`config.mk`:
```
export PLATFORM = sky130hd
export DESIGN_NAME = polyblep_oscillator
export DESIGN_NICKNAME = d
export VERILOG_FILES = /design/src/pbo_pkg.sv /design/src/pbo_serial_mul.sv /design/src/pbo_serial_div.sv /design/src/polyblep_oscillator.sv
export VERILOG_INCLUDE_DIRS = /design/src /design/src/src
export SDC_FILE = /design/constraint.sdc
export NUM_CORES = 2
export LEC_CHECK = 0
export BUFFER_PORTS_ARGS = -buffer_cell sky130_fd_sc_hd__buf_2
export CAP_MARGIN = 20
export CORE_MARGIN = 2
export CORE_UTILIZATION = 65
export CTS_CLUSTER_DIAMETER = 40
export DETAILED_ROUTE_END_ITERATION = 10
export PLACE_DENSITY = 0.82
export SYNTH_ARGS = -nofsm -noshare
export SYNTH_HDL_FRONTEND = slang
export SYNTH_SLANG_ARGS = --single-unit
```
`constraint.sdc`:
```
create_clock -name clk -period 8.4 [get_ports clk]
set_clock_uncertainty 0.15 [all_clocks]
set_input_delay 0.84 -clock clk [delete_from_list [all_inputs] [get_ports clk]]
set_output_delay 0.84 -clock clk [all_outputs]
set_load 0.01 [all_outputs]
```
`src/polyblep_oscillator_assert.svh`:
```
// Assertion macros for the oscillator RTL
`ifndef POLYBLEP_OSCILLATOR_ASSERT_SVH
`define POLYBLEP_OSCILLATOR_ASSERT_SVH
`ifndef SYNTHESIS
`define PBO_ASSERT_IMP(label, ante, cons) \
  label: assert property (@(posedge clk) disable iff (!rst_n) (ante) |-> (cons)) \
    else $error("assertion failed");
`define PBO_ASSERT_NXT(label, ante, cons) \
  label: assert property (@(posedge clk) disable iff (!rst_n) (ante) |=> (cons)) \
    else $error("assertion failed");
`else
`define PBO_ASSERT_IMP(label, ante, cons)
`define PBO_ASSERT_NXT(label, ante, cons)
`endif
`endif

```
`src/pbo_pkg.sv`:
```
// Shared constants, register indices and the tuning gain function for the oscillator
`timescale 1ns / 1ps
package pbo_pkg;
  localparam int unsigned STEP_MAX = 32'd2104533975;
  localparam int          CENT_LIM = 50;
  localparam logic [1:0]  REG_TARGET = 2'd0;
  localparam logic [1:0]  REG_WAVE   = 2'd1;
  localparam logic [1:0]  REG_CENTS  = 2'd2;
  localparam logic [1:0]  REG_COEFF  = 2'd3;

  // Tuning gain in Q2.30 for cents -50..50, series approximation of 2^(c/1200)
  function automatic logic [31:0] tune_gain(input logic signed [6:0] c);
    longint u, u2, u3;
    begin
      u  = longint'(c) * 64'sd620218;
      u2 = (u * u) / 64'sd2147483648;
      u3 = (u2 * u) / 64'sd3221225472;
      tune_gain = 32'(64'sd1073741824 + u + u2 + u3);
    end
  endfunction
endpackage

```
`src/pbo_serial_mul.sv`:
```
// Shift-and-add multiplier: one multiplier bit per cycle, 64-bit product
`timescale 1ns / 1ps
module pbo_serial_mul import pbo_pkg::*; (
  input  logic        clk,
  input  logic        rst_n,
  input  logic        start,
  input  logic [31:0] a,
  input  logic [31:0] b,
  output logic        done,
  output logic [63:0] prod
);
  logic [63:0] acc_r, acc_nxt;
  logic [31:0] mcand_r, mcand_nxt;
  logic [31:0] mplier_r, mplier_nxt;
  logic [5:0]  cnt_r, cnt_nxt;
  logic        busy_r, busy_nxt;
  logic        done_r, done_nxt;

  // Add the shifted multiplicand when the low multiplier bit is set
  always_comb begin
    acc_nxt = acc_r; mcand_nxt = mcand_r; mplier_nxt = mplier_r;
    cnt_nxt = cnt_r; busy_nxt = busy_r; done_nxt = 1'b0;
    if (start) begin
      acc_nxt = '0; mcand_nxt = a; mplier_nxt = b; cnt_nxt = '0; busy_nxt = 1'b1;
    end else if (busy_r) begin
      acc_nxt = {1'b0, acc_r[63:1]};
      if (mplier_r[0]) acc_nxt = ({1'b0, acc_r[63:32]} + {1'b0, mcand_r}) << 31
                               | {33'b0, acc_r[31:1]};
      mplier_nxt = {1'b0, mplier_r[31:1]};
      cnt_nxt = cnt_r + 6'd1;
      if (cnt_r == 6'd31) begin
        busy_nxt = 1'b0; done_nxt = 1'b1;
      end
    end
  end

  always_ff @(posedge clk) begin
    acc_r <= acc_nxt; mcand_r <= mcand_nxt; mplier_r <= mplier_nxt; cnt_r <= cnt_nxt;
    if (!rst_n) begin
      busy_r <= 1'b0; done_r <= 1'b0;
    end else begin
      busy_r <= busy_nxt; done_r <= done_nxt;
    end
  end

  assign done = done_r;
  assign prod = acc_r;
endmodule

```
`src/pbo_serial_div.sv`:
```
// Restoring divider: one quotient bit per cycle, (t << 30) / dt with t, dt < 2^32
`timescale 1ns / 1ps
module pbo_serial_div import pbo_pkg::*; (
  input  logic        clk,
  input  logic        rst_n,
  input  logic        start,
  input  logic [31:0] num,
  input  logic [31:0] den,
  output logic        done,
  output logic [31:0] quo
);
  logic [32:0] rem_r, rem_nxt;
  logic [61:0] nsh_r, nsh_nxt;
  logic [31:0] quo_r, quo_nxt;
  logic [31:0] den_r, den_nxt;
  logic [5:0]  cnt_r, cnt_nxt;
  logic        busy_r, busy_nxt;
  logic        done_r, done_nxt;
  logic [33:0] trial;

  // Shift in one numerator bit, subtract when it fits
  always_comb begin
    rem_nxt = rem_r; nsh_nxt = nsh_r; quo_nxt = quo_r; den_nxt = den_r;
    cnt_nxt = cnt_r; busy_nxt = busy_r; done_nxt = 1'b0;
    trial = {rem_r, nsh_r[61]} - {2'b0, den_r};
    if (start) begin
      rem_nxt = '0; nsh_nxt = {num, 30'b0}; quo_nxt = '0; den_nxt = den;
      cnt_nxt = '0; busy_nxt = 1'b1;
    end else if (busy_r) begin
      nsh_nxt = {nsh_r[60:0], 1'b0};
      if (!trial[33]) begin
        rem_nxt = trial[32:0]; quo_nxt = {quo_r[30:0], 1'b1};
      end else begin
        rem_nxt = {rem_r[31:0], nsh_r[61]}; quo_nxt = {quo_r[30:0], 1'b0};
      end
      cnt_nxt = cnt_r + 6'd1;
      if (cnt_r == 6'd61) begin
        busy_nxt = 1'b0; done_nxt = 1'b1;
      end
    end
  end

  always_ff @(posedge clk) begin
    rem_r <= rem_nxt; nsh_r <= nsh_nxt; quo_r <= quo_nxt; den_r <= den_nxt; cnt_r <= cnt_nxt;
    if (!rst_n) begin
      busy_r <= 1'b0; done_r <= 1'b0;
    end else begin
      busy_r <= busy_nxt; done_r <= done_nxt;
    end
  end

  assign done = done_r;
  assign quo  = quo_r;
endmodule

```
`src/polyblep_oscillator.sv`:
```
// Top level: PolyBLEP oscillator sequencer around a bit-serial multiplier and divider
// Per input transaction: a tuning multiply, two smoothing multiplies, then for each edge
//   correction that is needed a divide and a squaring multiply, then the output sample.
// One item in flight: the next is taken the cycle after the sample is registered.
// Reset (synchronous, active low): phase and step clear, registers take reset values.
`timescale 1ns / 1ps
module polyblep_oscillator import pbo_pkg::*; (
  input  logic               clk,
  input  logic               rst_n,
  input  logic               in_valid,
  output logic               in_ready,
  input  logic               in_restart,
  output logic               out_valid,
  input  logic               out_ready,
  output logic signed [15:0] out_sample,
  input  logic               cfg_valid,
  output logic               cfg_ready,
  input  logic [1:0]         cfg_index,
  input  logic [31:0]        cfg_data
);
  `include "polyblep_oscillator_assert.svh"

  typedef enum logic [2:0] {
    S_IDLE, S_TUNE, S_SM1, S_SM2, S_BLEP, S_BDIV, S_BX, S_FIN
  } state_t;

  state_t             state_r, state_nxt;
  logic [31:0]        target_r, target_nxt;
  logic               wave_r, wave_nxt;
  logic signed [6:0]  cents_r, cents_nxt;
  logic [15:0]        coeff_r, coeff_nxt;
  logic [31:0]        phase_r, phase_nxt;
  logic [31:0]        step_r, step_nxt;
  logic [31:0]        tuned_r, tuned_nxt;
  logic [63:0]        accsm_r, accsm_nxt;
  logic               restart_r, restart_nxt;
  logic signed [34:0] v_r, v_nxt;
  logic               pass_r, pass_nxt;
  logic [31:0]        bx_r, bx_nxt;
  logic               bneg_r, bneg_nxt;
  logic               ov_r, ov_nxt;
  logic signed [15:0] sample_r, sample_nxt;

  logic               mstart, dstart, mdone, ddone;
  logic [31:0]        ma, mb, dnum, quo;
  logic [63:0]        prod;
  logic               in_fire, cfg_fire;
  logic signed [6:0]  cl_cents;
  logic [6:0]         gain_idx;
  logic [31:0]        gain_rom [0:100];
  logic [31:0]        tgt_sat, tuned_c, pass_t;
  logic [63:0]        tsum, ssum;
  logic [16:0]        coeff_c;
  logic [32:0]        tail, rest_t;
  logic               near_lo, near_hi;
  logic signed [34:0] naive, bx_s, sq_s, bval, vupd, vclip;
  logic [34:0]        qfull;
  logic signed [17:0] qv;
  logic signed [15:0] sat;

  pbo_serial_mul u_mul (.clk(clk), .rst_n(rst_n), .start(mstart), .a(ma), .b(mb),
                        .done(mdone), .prod(prod));
  pbo_serial_div u_div (.clk(clk), .rst_n(rst_n), .start(dstart), .num(dnum), .den(step_r),
                        .done(ddone), .quo(quo));

  // Handshakes: take a transaction whenever the sequencer is idle
  assign in_ready   = (state_r == S_IDLE);
  assign cfg_ready  = (state_r == S_IDLE);
  assign in_fire    = in_valid && in_ready;
  assign cfg_fire   = cfg_valid && cfg_ready;
  assign out_valid  = ov_r;
  assign out_sample = sample_r;

  // Tuning gain table, one entry per cent from -50 to 50
  for (genvar gi = 0; gi <= 100; gi++) begin : g_gain
    assign gain_rom[gi] = tune_gain(7'(gi - 50));
  end

  assign cl_cents = (cents_r > 7'sd50) ? 7'sd50 : (cents_r < -7'sd50) ? -7'sd50 : cents_r;
  assign gain_idx = cl_cents + 7'sd50;
  assign tgt_sat  = (target_r > STEP_MAX) ? STEP_MAX : target_r;

  // Round the tuned step and form the smoothed step
  assign tsum    = prod + 64'd536870912;
  assign tuned_c = tsum[61:30];
  assign ssum    = accsm_r + prod + 64'd32768;
  assign coeff_c = 17'h1_0000 - {1'b0, coeff_r};

  // Pass 0 is the edge at phase, pass 1 the square's edge at half phase
  assign pass_t  = pass_r ? phase_r + 32'h8000_0000 : phase_r;
  assign tail    = 33'h1_0000_0000 - {1'b0, step_r};
  assign rest_t  = 33'h1_0000_0000 - {1'b0, pass_t};
  assign near_lo = pass_t < step_r;
  assign near_hi = {1'b0, pass_t} > tail;
  assign dnum    = near_lo ? pass_t : rest_t[31:0];

  // Naive wave: sawtooth from phase, square from its top bit
  assign naive = wave_r ? (phase_r[31] ? -35'sd1073741824 : 35'sd1073741824)
                        : $signed({4'b0, phase_r[31:1]}) - 35'sd1073741824;

  // BLEP from x: 2x - x^2 - 1 after the wrap, 1 - 2y + y^2 before it
  assign bx_s = $signed({3'b0, bx_r});
  assign sq_s = $signed({1'b0, prod[63:30]});
  assign bval = bneg_r ? (35'sd1073741824 - (bx_s <<< 1) + sq_s)
                       : ((bx_s <<< 1) - sq_s - 35'sd1073741824);
  assign vupd = (wave_r && !pass_r) ? v_r + bval : v_r - bval;

  // Clip to one, round half up to 16 bits and keep the range symmetric
  assign vclip = (v_r > 35'sd1073741824) ? 35'sd1073741824
               : (v_r < -35'sd1073741824) ? -35'sd1073741824 : v_r;
  assign qfull = vclip + 35'sd1073758208;
  assign qv    = $signed({1'b0, qfull[31:15]}) - 18'sd32768;
  assign sat   = (qv > 18'sd32767) ? 16'sh7FFF : (qv < -18'sd32767) ? 16'sh8001 : qv[15:0];

  // Start strobes and operands for the shared units
  always_comb begin
    mstart = 1'b0; ma = tgt_sat; mb = gain_rom[gain_idx];
    dstart = 1'b0;
    case (state_r)
      S_IDLE: begin
        mstart = in_fire;
      end
      S_TUNE: begin
        mstart = mdone; ma = restart_r ? tuned_c : step_r; mb = {16'b0, coeff_r};
      end
      S_SM1: begin
        mstart = mdone; ma = tuned_r; mb = {15'b0, coeff_c};
      end
      S_BLEP: begin
        dstart = near_lo || near_hi;
      end
      S_BDIV: begin
        mstart = ddone; ma = quo; mb = quo;
      end
      default: ;
    endcase
  end

  // Sequencer: register writes; tune, smooth, naive wave, corrections, advance, output
  always_comb begin
    state_nxt = state_r; target_nxt = target_r; wave_nxt = wave_r; cents_nxt = cents_r;
    coeff_nxt = coeff_r; phase_nxt = phase_r; step_nxt = step_r; tuned_nxt = tuned_r;
    accsm_nxt = accsm_r; restart_nxt = restart_r; v_nxt = v_r; pass_nxt = pass_r;
    bx_nxt = bx_r; bneg_nxt = bneg_r; sample_nxt = sample_r;
    ov_nxt = ov_r && !out_ready;
    if (cfg_fire) begin
      case (cfg_index)
        REG_TARGET: target_nxt = cfg_data;
        REG_WAVE:   wave_nxt   = cfg_data[0];
        REG_CENTS:  cents_nxt  = $signed(cfg_data[6:0]);
        REG_COEFF:  coeff_nxt  = cfg_data[15:0];
        default: ;
      endcase
    end
    case (state_r)
      S_IDLE: if (in_fire) begin
        restart_nxt = in_restart; state_nxt = S_TUNE;
      end
      S_TUNE: if (mdone) begin
        tuned_nxt = tuned_c;
        if (restart_r) phase_nxt = '0;
        state_nxt = S_SM1;
      end
      S_SM1: if (mdone) begin
        accsm_nxt = prod; state_nxt = S_SM2;
      end
      S_SM2: if (mdone) begin
        step_nxt = ssum[47:16]; v_nxt = naive; pass_nxt = 1'b0; state_nxt = S_BLEP;
      end
      S_BLEP: begin
        if (near_lo || near_hi) begin
          bneg_nxt = !near_lo; state_nxt = S_BDIV;
        end else if (wave_r && !pass_r) begin
          pass_nxt = 1'b1;
        end else begin
          state_nxt = S_FIN;
        end
      end
      S_BDIV: if (ddone) begin
        bx_nxt = quo; state_nxt = S_BX;
      end
      S_BX: if (mdone) begin
        v_nxt = vupd;
        if (wave_r && !pass_r) begin
          pass_nxt = 1'b1; state_nxt = S_BLEP;
        end else begin
          state_nxt = S_FIN;
        end
      end
      S_FIN: if (!ov_r || out_ready) begin
        sample_nxt = sat; ov_nxt = 1'b1; phase_nxt = phase_r + step_r; state_nxt = S_IDLE;
      end
      default: state_nxt = S_IDLE;
    endcase
  end

  // Hold state and registered outputs
  always_ff @(posedge clk) begin
    if (!rst_n) begin
      state_r <= S_IDLE; target_r <= '0; wave_r <= 1'b0; cents_r <= '0;
      coeff_r <= 16'd65208; phase_r <= '0; step_r <= '0; tuned_r <= '0;
      accsm_r <= '0; restart_r <= 1'b0; v_r <= '0; pass_r <= 1'b0;
      bx_r <= '0; bneg_r <= 1'b0; ov_r <= 1'b0; sample_r <= '0;
    end else begin
      state_r <= state_nxt; target_r <= target_nxt; wave_r <= wave_nxt; cents_r <= cents_nxt;
      coeff_r <= coeff_nxt; phase_r <= phase_nxt; step_r <= step_nxt; tuned_r <= tuned_nxt;
      accsm_r <= accsm_nxt; restart_r <= restart_nxt; v_r <= v_nxt; pass_r <= pass_nxt;
      bx_r <= bx_nxt; bneg_r <= bneg_nxt; ov_r <= ov_nxt; sample_r <= sample_nxt;
    end
  end

  `PBO_ASSERT_NXT(a_out_hold, ov_r && !out_ready, ov_r && $stable(sample_r))
  `PBO_ASSERT_IMP(a_no_accept_busy, state_r != S_IDLE, !in_ready)
  `PBO_ASSERT_IMP(a_cents_clip, 1'b1, cl_cents <= 7'sd50 && cl_cents >= -7'sd50)
  `PBO_ASSERT_IMP(a_sample_sym, ov_r, sample_r != 16'sh8000)
endmodule

```
==> impl_metrics.env <==
export IMPL_areaGrowthSynthToFinish_pct=9.28
export IMPL_run_status="complete, no violations"
export IMPL_num_vias=43700
export IMPL_p_clk_share_pct=30.8
export IMPL_gr_usage_met2_pct=62.7
export IMPL_hold_class="input port to register"
export IMPL_grt_util_met1_pct=51.9
export IMPL_instances_no_fill=6587
export IMPL_layout_commonest_cell="nand2_1"
export IMPL_antenna_found_initial=5
export IMPL_final_cell_mix="nand2_1 (684), nor2_1 (616), a21oi_1 (564)"
export IMPL_synth_seq_cells=563
export IMPL_holdBufCountCts=0
export IMPL_irDropWorstVdd_mv=0.261
export IMPL_synth_edf_count=128
export IMPL_clockBufferDepth=3
export IMPL_ys_dominant_reg_cell="dfxtp_1"
export IMPL_overflow=0
export IMPL_leakage_uw=0.0203
export IMPL_cp_arrival_ps=7720
export IMPL_htreeDepth=3
export IMPL_setup_viol_count_final=0
export IMPL_final_nets=6100
export IMPL_combPwrFrac_pct=41.5
export IMPL_drt_iter0_drc=4983
export IMPL_postCtsSetupBuffers=0
export IMPL_slew_headroom_pct=21.5
export IMPL_cts_tree="built"
export IMPL_yosys_area_top_type="dfxtp_1"
export IMPL_dieArea_sq_um=70000
export IMPL_crit_required_ps=8770
export IMPL_pwr_density_cell_nw_per_um2=254
export IMPL_die_y_um=265
export IMPL_final_max_slew_viol_count=0
export IMPL_clk_latency_ps=670
export IMPL_p_sw_uw=4920
export IMPL_tightestPinTransition_ps=1180
export IMPL_drt_wl_total_mm=145
export IMPL_detail_route_first_pass_iterations=9
export IMPL_rows=95
export IMPL_rsz0062_at_grt="false"
export IMPL_vias_per_cell=6.64
export IMPL_cp_max_fo=10
export IMPL_avgSynthCellArea_sq_um=7.72
export IMPL_startpoint_type="register"
export IMPL_drc=0
export IMPL_core_area_sq_um=67200
export IMPL_synth_area_sq_um=44100
export IMPL_hpwl_mm=104
export IMPL_io_pin_count=59
export IMPL_synthDistinctLibCells=95
export IMPL_top_usage_layer="met2"
export IMPL_post_route_min_period_ps=7350
export IMPL_timing_setup_tns_ps=0
export IMPL_cts_root_buffer="clkbuf_16"
export IMPL_yosys_top_cells_area="dfxtp_1 (20%), ha_1 (12%), edfxtp_1 (8.7%)"
export IMPL_syn_nets=6182
export IMPL_hold_violations=0
export IMPL_seqPwrFrac_pct=27.7
export IMPL_grt_pass1_vias=40700
export IMPL_wl_per_cell_um=22.0
export IMPL_die_x_um=265
export IMPL_p_int_uw=7330
export IMPL_switching_share_pct=40.1
export IMPL_synth_top_cell_area_share_pct=19.7
export IMPL_dp_cells=6415
export IMPL_drtAntennaViolNets=0
export IMPL_postSynthCellCount=5717
export IMPL_initial_core_util_pct=65.7
export IMPL_worstSetupEndpointType="register"
export IMPL_io_buffers=58
export IMPL_grtUsageMet3_pct=8.39
export IMPL_fmax_mhz=136
export IMPL_place_congestion=1.02
export IMPL_drv_cap=0
export IMPL_grt_pass1_wl_mm=225
export IMPL_clkSlewWorstSetupHoldPaths_ps=60
export IMPL_yosys_warnings=0
export IMPL_path_class="register to register"
export IMPL_cts_sinks=563
export IMPL_async_flop_share_pct=0
export IMPL_track_usage_pct=40.2
export IMPL_drive_above_1_share_pct=6.71
export IMPL_cts_buffers=89
export IMPL_timing_final_crit_share_pct=87.4
export IMPL_post_cts_resized=0
export IMPL_grt_max_degree=102
export IMPL_seq_area_frac_synth_pct=28.4
==> power groups by stage <==
| stage | combinational (uW) | sequential, uW | clock [uW] |
|---|---|---|---|
| after floorplan | 3760 | 3310 | 0 |
| after global placement | 4830 | 3410 | 0 |
| after detailed placement | 4900 | 3420 | 0 |
| after CTS | 4960 | 3370 | 3780 |
| after global routing | 5550 | 3410 | 3890 |
| final | 5090 | 3390 | 3770 |
==> kinds of logic after synthesis <==
group / synth area share [%]
xor gates and xnor gates: 6.98
AOI/OAI and AO/OA: 24.1
muxes: 3.36
adders and majority gates: 12.2
and+or+nand+nor: 20.1
buffers and inverters: 4.81
DFF: 28.4
==> layout make-up <==
cell class                      instances  area, sq um
Clock buffer                          108         2470
Inverter                              235          890
Multi-Input combinational cell       4595        29500
Timing Repair Buffer                  151         1030
Antenna cell                            2         5.00
Tap cell                              873         1090
Fill cell                            5261        18900
Clock inverter                         60          639
Sequential cell                       563        12600
==> sequential cells by signal, indices dropped and copies added (netlist names), 33 cells and up <==
name,flops
accsm_r,48
u_mul.prod,64
u_div.rem_r,33
v_r,35
==> metrics by stage <==
stage	instance area [sq um]	power, uW	util, %	worst slack (ps)	hold slack, ps
global placement	45000	8240	67.1	1230	296
detailed placement	45000	8320	67.1	1160	301
CTS	48200	12100	71.7	1120	226
global route	48200	12900	71.8	453	255
finish	48200	12300	71.8	1050	245
floorplan	44100	7070	-	1760	279
==> worst max-delay path, cell delays in order (launching register included) <==
cell and delay (ps):
dfxtp_1 370, or4_4 600, or4_1 430, xor2_1 160, ha_1 480, o2111a_1 250
a21boi_1 380, nor3_1 110, nor4_1 300, buf_4 190, nand3_1 160, o21ai_0 250
xor2_1 180, ha_1 310, a211o_1 330, a2111oi_0 370, o21ai_0 140, o21ai_0 150
o31ai_1 190, a21oi_1 240, o221ai_1 170, o41ai_1 380, o21ai_0 250, xnor2_2 190
or2_2 270, mux2i_1 140, o21ai_1 80
==> per-layer routing <==
layer  wire [um]  vias up
li1            -    20500
met1       57400    20200
met2       62600     2468
met3       15600      487
met4        9150        6
met5          43        -
==> cell usage after synthesis, drive strengths merged (13+ instances only) <==
cell     count
nor2b       41
ha         419
nand2b      54
nor4        40
a2111oi     13
nand3      140
or2         20
or3         48
nand2      687
o21bai      37
dfxtp      435
clkbuf     285
inv        231
o221ai      15
a21o        84
nand4       51
nor2       623
nor3       141
buf         39
o211ai      57
a21oi      564
xnor2      259
a31oi       68
o22ai       46
o311ai      31
o31ai       30
o21a        38
and2        30
a211oi     124
a221oi      31
edfxtp     128
o21ai      390
mux2i      138
a311oi      29
and3        38
nand3b      16
xor2        91
a22oi       18
==> final timing paths <==
kind / start / to / slack [ps] / depth (start not counted)
hold reg to reg: accsm_r[0]$_SDFFE_PN0P_ / accsm_r[0]$_SDFFE_PN0P_ / 300 / 2
setup reg to reg: bx_r[2]$_SDFFE_PN0P_ / v_r[34]$_SDFFE_PN0P_ / 1050 / 26
hold / removal: cfg_data[12] / coeff_r[12]$_SDFFE_PN1P_ / 250 / 3
setup / recovery: bx_r[2]$_SDFFE_PN0P_ / v_r[34]$_SDFFE_PN0P_ / 1050 / 26
(Power assumes the default switching activity.)
